## src/rtl/c8_ram.sv

```systemverilog
// generic single-port ram with registered read
module c8_ram #(
    parameter int WIDTH = 8,
    parameter int DEPTH = 256
) (
    input  logic                     clk,
    input  logic                     we,
    input  logic [$clog2(DEPTH)-1:0] addr,
    input  logic [WIDTH-1:0]         wdata,
    output logic [WIDTH-1:0]         rdata
);
    logic [WIDTH-1:0] mem [DEPTH];

    always_ff @(posedge clk)
    begin
        if (we)
        begin
            mem[addr] <= wdata;
        end
        rdata <= mem[addr];
    end
endmodule

```

## config.mk

```make
export PLATFORM = sky130hd
export DESIGN_NAME = c8_ram
export DESIGN_NICKNAME = d
export VERILOG_FILES = /design/src/rtl/c8_ram.sv
export SDC_FILE = /design/constraint.sdc
export NUM_CORES = 2
export LEC_CHECK = 0
export ABC_CLOCK_PERIOD_IN_PS = 3440
export BUFFER_PORTS_ARGS = -buffer_cell sky130_fd_sc_hd__buf_4
export CAP_MARGIN = 0
export CORE_ASPECT_RATIO = 1.5
export CORE_MARGIN = 4
export CORE_UTILIZATION = 45
export CTS_CLUSTER_DIAMETER = 50
export DETAILED_ROUTE_END_ITERATION = 7
export PLACE_DENSITY = 0.56
export SETUP_SLACK_MARGIN = 0.4
export SYNTH_ARGS = -nofsm -noshare
export SYNTH_HDL_FRONTEND = slang
export SYNTH_SLANG_ARGS = --single-unit
```

## constraint.sdc

```tcl
create_clock -name clk -period 3.44 [get_ports clk]
set_input_delay 0.688 -clock clk [delete_from_list [all_inputs] [get_ports clk]]
set_output_delay 0.688 -clock clk [all_outputs]
set_load 0.02 [all_outputs]
```

# --- Word level (Yosys, flattened, before mapping) ---
# Memory sizes are Yosys's and may differ from the RTL's. A register that Yosys moved wholly into a read port is not among the register bits.
# Index checks and enable logic that the tools add are counted.
totals:
  rom_bits: 0
  input_bits: 18
  ff_bits: 0
  elab_cells: 3
  latchBits: 0
  mem_count: 1
  output_inout_bits: 8
  ramBits: 2048
op_classes:
  n_reduce_logical: 0
  n_mul: 0
  addsub: 0
  order_cmp: 0
  mux: 2
  n_div: 0
  shift: 0
  n_eq_ne: 0
  n_bitwise: 0
mem_list:
  columns: ["memory", "words", "word_bits", "read_ports", "rd_clocked_by_memory_dff", "wr", "line", "text"]
  rows:
  - ["mem", 256, 8, 1, 1, 1, "12", "logic [WIDTH-1:0] mem [DEPTH];"]
op_table:
  columns: ["op", "count"]
  rows:
  - ["$mux 1", 2]

# --- Depth between registers and ports, before layout ---
depth:
  ltp_word: 2
  mapped_depth: 10

# --- Least setup slack after synthesis ---
# Ideal clock, no wire load.
synth_timing:
  path_type: "in2reg"
  start: "input port addr[1]"
  end: "memory mem[111][0], enable pin"
  path_buffers: 5
  arrival_time_ns: 2.537
  slack_ns: 0.533
  t_required_ns: 3.070
  cell_stages: 9
  path_cell_list: "buf_2 > clkbuf_1 > clkbuf_1 > nand2_1 > buf_2 > nor2_1 > nand2_1 > clkbuf_1 > nor2_1"
synth_lines:
  columns: ["item", "line", "text"]
  rows:
  - ["start, declared", "8", "input logic [$clog2(DEPTH)-1:0] addr,"]
  - ["end, declared", "12", null]
# Straight into the memory's write port.

==> reports/metrics.cfg <==
[synth]
synth_top_area_share_pct=78.3
yosys.area.top_type=edfxtp_1
synth_fp_nets=3565
synth_cell_types=22
synth_seq_cells=2056
synth-warning-count=0
syn-cell-area_um2=78500
ys_seq_area_share_pct=78.6
netlist_top_cells_area=edfxtp_1 (78%), mux4_2 (15%), a22oi_1 (2.4%), nor2_1 (1.1%), a21oi_1 (0.82%)
postSynthCellCount=3547
syn_area_per_cell_um2=22.1

[clocking]
clk_latency_ns=0.83
clock_path_buffers=3
cts_buffers=189
root_buffer=clkbuf_16
clk_pin_slew_worst_paths_ns=0.06
htreeDepth=4
holdBufCountCts=0
cts_sinks=2056
cts_tree=yes
cts_setup_buffers=0
cts-resized-gates=3

[floorplan]
ioPinCount=26
die_area_um2=181000
core_area_um2=173000
core.rowCount=187
initial_utilization_pct=45.3
chipWidth_um=349
die_height_um=520

[detailed_routing]
via_count=38023
post_drt_wl_per_cell_um=30.7
vias_per_cell=5.87
drt-initial-drc-count=3622
drt_first_pass_iters=6
postRouteWirelength_um=199000
antenna_left=0
route.detailed.drc=0

[hold_path]
worstHoldStart=wdata[4]
hp-class=in -> reg

[sta]
setup_viol_count_final=0
grt_setup_unrepaired=no
finalHoldViolations=0
clock-skew-final_ns=0.0323
fin_crit_ns=3.00
max_freq_mhz=333
drv_slew=0
maxSlewHeadroom_pct=32.5
fin_crit_sh_pct=87.3
tightestPinTransition_ns=1.01

[critical_path]
cpPeakStageDelay_ns=0.77
r2r_start=mem[141][5]
worst_setup_path_start_kind=input port
critPathLaunch=addr[0]
worstPathArrival_ns=3.67
endpoint_kind=flip-flop
cp_common_cell=buf_4
crit_chain=buf_8, buf_12, buf_4, mux4_2, a22oi_1, a21oi_1, o41ai_1, buf_4, nand4_1
critPathMaxFanout=34
cp.required_ns=4.11
path_class=in -> reg
crit_path_top_delay_cell=o41ai_1

[run_status]
outcome=complete, no violations

[placed_design]
io_buffers=25
gp_congestion=0.847
dp_hpwl_um=126000
placedInstanceArea_um2=85300

[layout]
fin_nets=4071
drive_gt1_share_pct=31.8
nFillCells=13260
area_growth_pct=16.5
final_area_um2=91500

[power_and_ir_drop]
p_sw_share_pct=21.1
seqPwrFrac_pct=54.1
ir_drop_mv=0.602
pwr-share-comb_pct=5.1
p_sw_uw=10800
p_total_uw=51100
p_clk_share_pct=40.8
p_int_uw=40300
p_per_area_nw_per_um2=559
leakage_uw=0.0287

[grt]
gr-total-overflow=0
grt_usage_pct=22.1
antenna_found_initial=8
grt_max_degree=137
grt_pass1_vias=39872
grt_pass1_wl_um=288000

[job]
maxCapViolations=0

## critical path: cells and delay by family
| family | cells | cell delay, ns |
|---|---|---|
| compound gates | 3 | 1.32 |
| buf+inv | 4 | 0.96 |
| mux | 1 | 0.54 |
| simple gates | 1 | 0.10 |
## synth_stat cells, drive strengths merged
master	instances
edfxtp	2048
mux4	512
a22oi	256
nor2	232
clkbuf	145
a21oi	128
buf	87
o41ai	32
nor3	30
nand2	28
nand3	13
dfxtp	8
nand4	8
nor2b	7
nand2b	6
and2	3
or2	2
inv	1
or3	1
## per-stage QoR
| stage | setup slack, ns | TNS [ns] | hold slack, ns | instances | util [%] |
|---|---|---|---|---|---|
| after detailed placement | -0.685 | -2.20 | 0.930 | 6130 | 49.2 |
| after global placement | -0.687 | -2.52 | 0.931 | 6130 | 49.2 |
| final | 0.438 | 0 | 0.114 | 6478 | 52.7 |
| after global routing | 0.471 | 0 | 0.0759 | 6473 | 52.7 |
| after CTS | 0.493 | 0 | 0.0530 | 6472 | 52.7 |
| after floorplan | 0.533 | 0 | 0.787 | 3547 | - |
## power groups by stage
stage | logic [uW] | clock network, uW | registers, uW
finish | 2600 | 20800 | 27600
global route | 2750 | 22200 | 27600
CTS | 2650 | 21200 | 27600
detailed placement | 2650 | 0 | 28200
global placement | 2620 | 0 | 28200
floorplan | 1230 | 0 | 28200
## layer usage
| metal | routed length, um | global-route usage [%] | up-vias |
|---|---|---|---|
| met5 | 16 | 0 | - |
| met4 | 7000 | 7.60 | 2 |
| met3 | 9920 | 3.21 | 319 |
| met2 | 106000 | 39.1 | 1181 |
| met1 | 76200 | 28.0 | 20452 |
| li1 | - | - | 16069 |
## cell type report
type / instances / area, um2 / area share [%]
multi-input combinational: 1258 / 15800 / 17.3
clock buffer: 236 / 5030 / 5.50
tap: 2268 / 2840 / 3.10
antenna: 6 / 15.0 / 0.0164
timing repair buffer: 547 / 5020 / 5.49
sequential: 2056 / 61700 / 67.4
clock inverter: 106 / 1070 / 1.17
inverter: 1 / 3.75 / 0.00410
## sequential cells by signal, indices dropped and copies added (netlist names)
name and count:
rdata 8, mem 2048
## cell families after synthesis
logic type | after synthesis | synth area share, %
buffers and inverters | 233 | 1.40
AO/OA/AOI/OAI | 416 | 3.62
multiplexers | 512 | 14.7
flip-flops | 2056 | 78.6
AND/OR/NAND/NOR | 330 | 1.73
## path summary, 6_finish.rpt
path	to	slack, ns	cells after the start
worst max-delay path	rdata[6]	0.44	9
worst min-delay path	mem[157][4]	0.11	1
worst max register to register	rdata[5]	0.61	6
worst min register to register	rdata[3]	1.01	5
## placed cells by master, fill, tap and decap left out, types with 9 or more instances in the layout
cell	count
mux4_2	512
o41ai_1	28
nand2_1	28
nor3_1	30
buf_12	67
clkinv_1	38
edfxtp_1	2048
nand3_1	9
clkbuf_1	41
clkinv_2	30
a21oi_1	128
a22oi_1	256
clkbuf_16	195
nor2_1	231
bufinv_16	17
buf_4	470
Power figures use the tool's default switching activity.
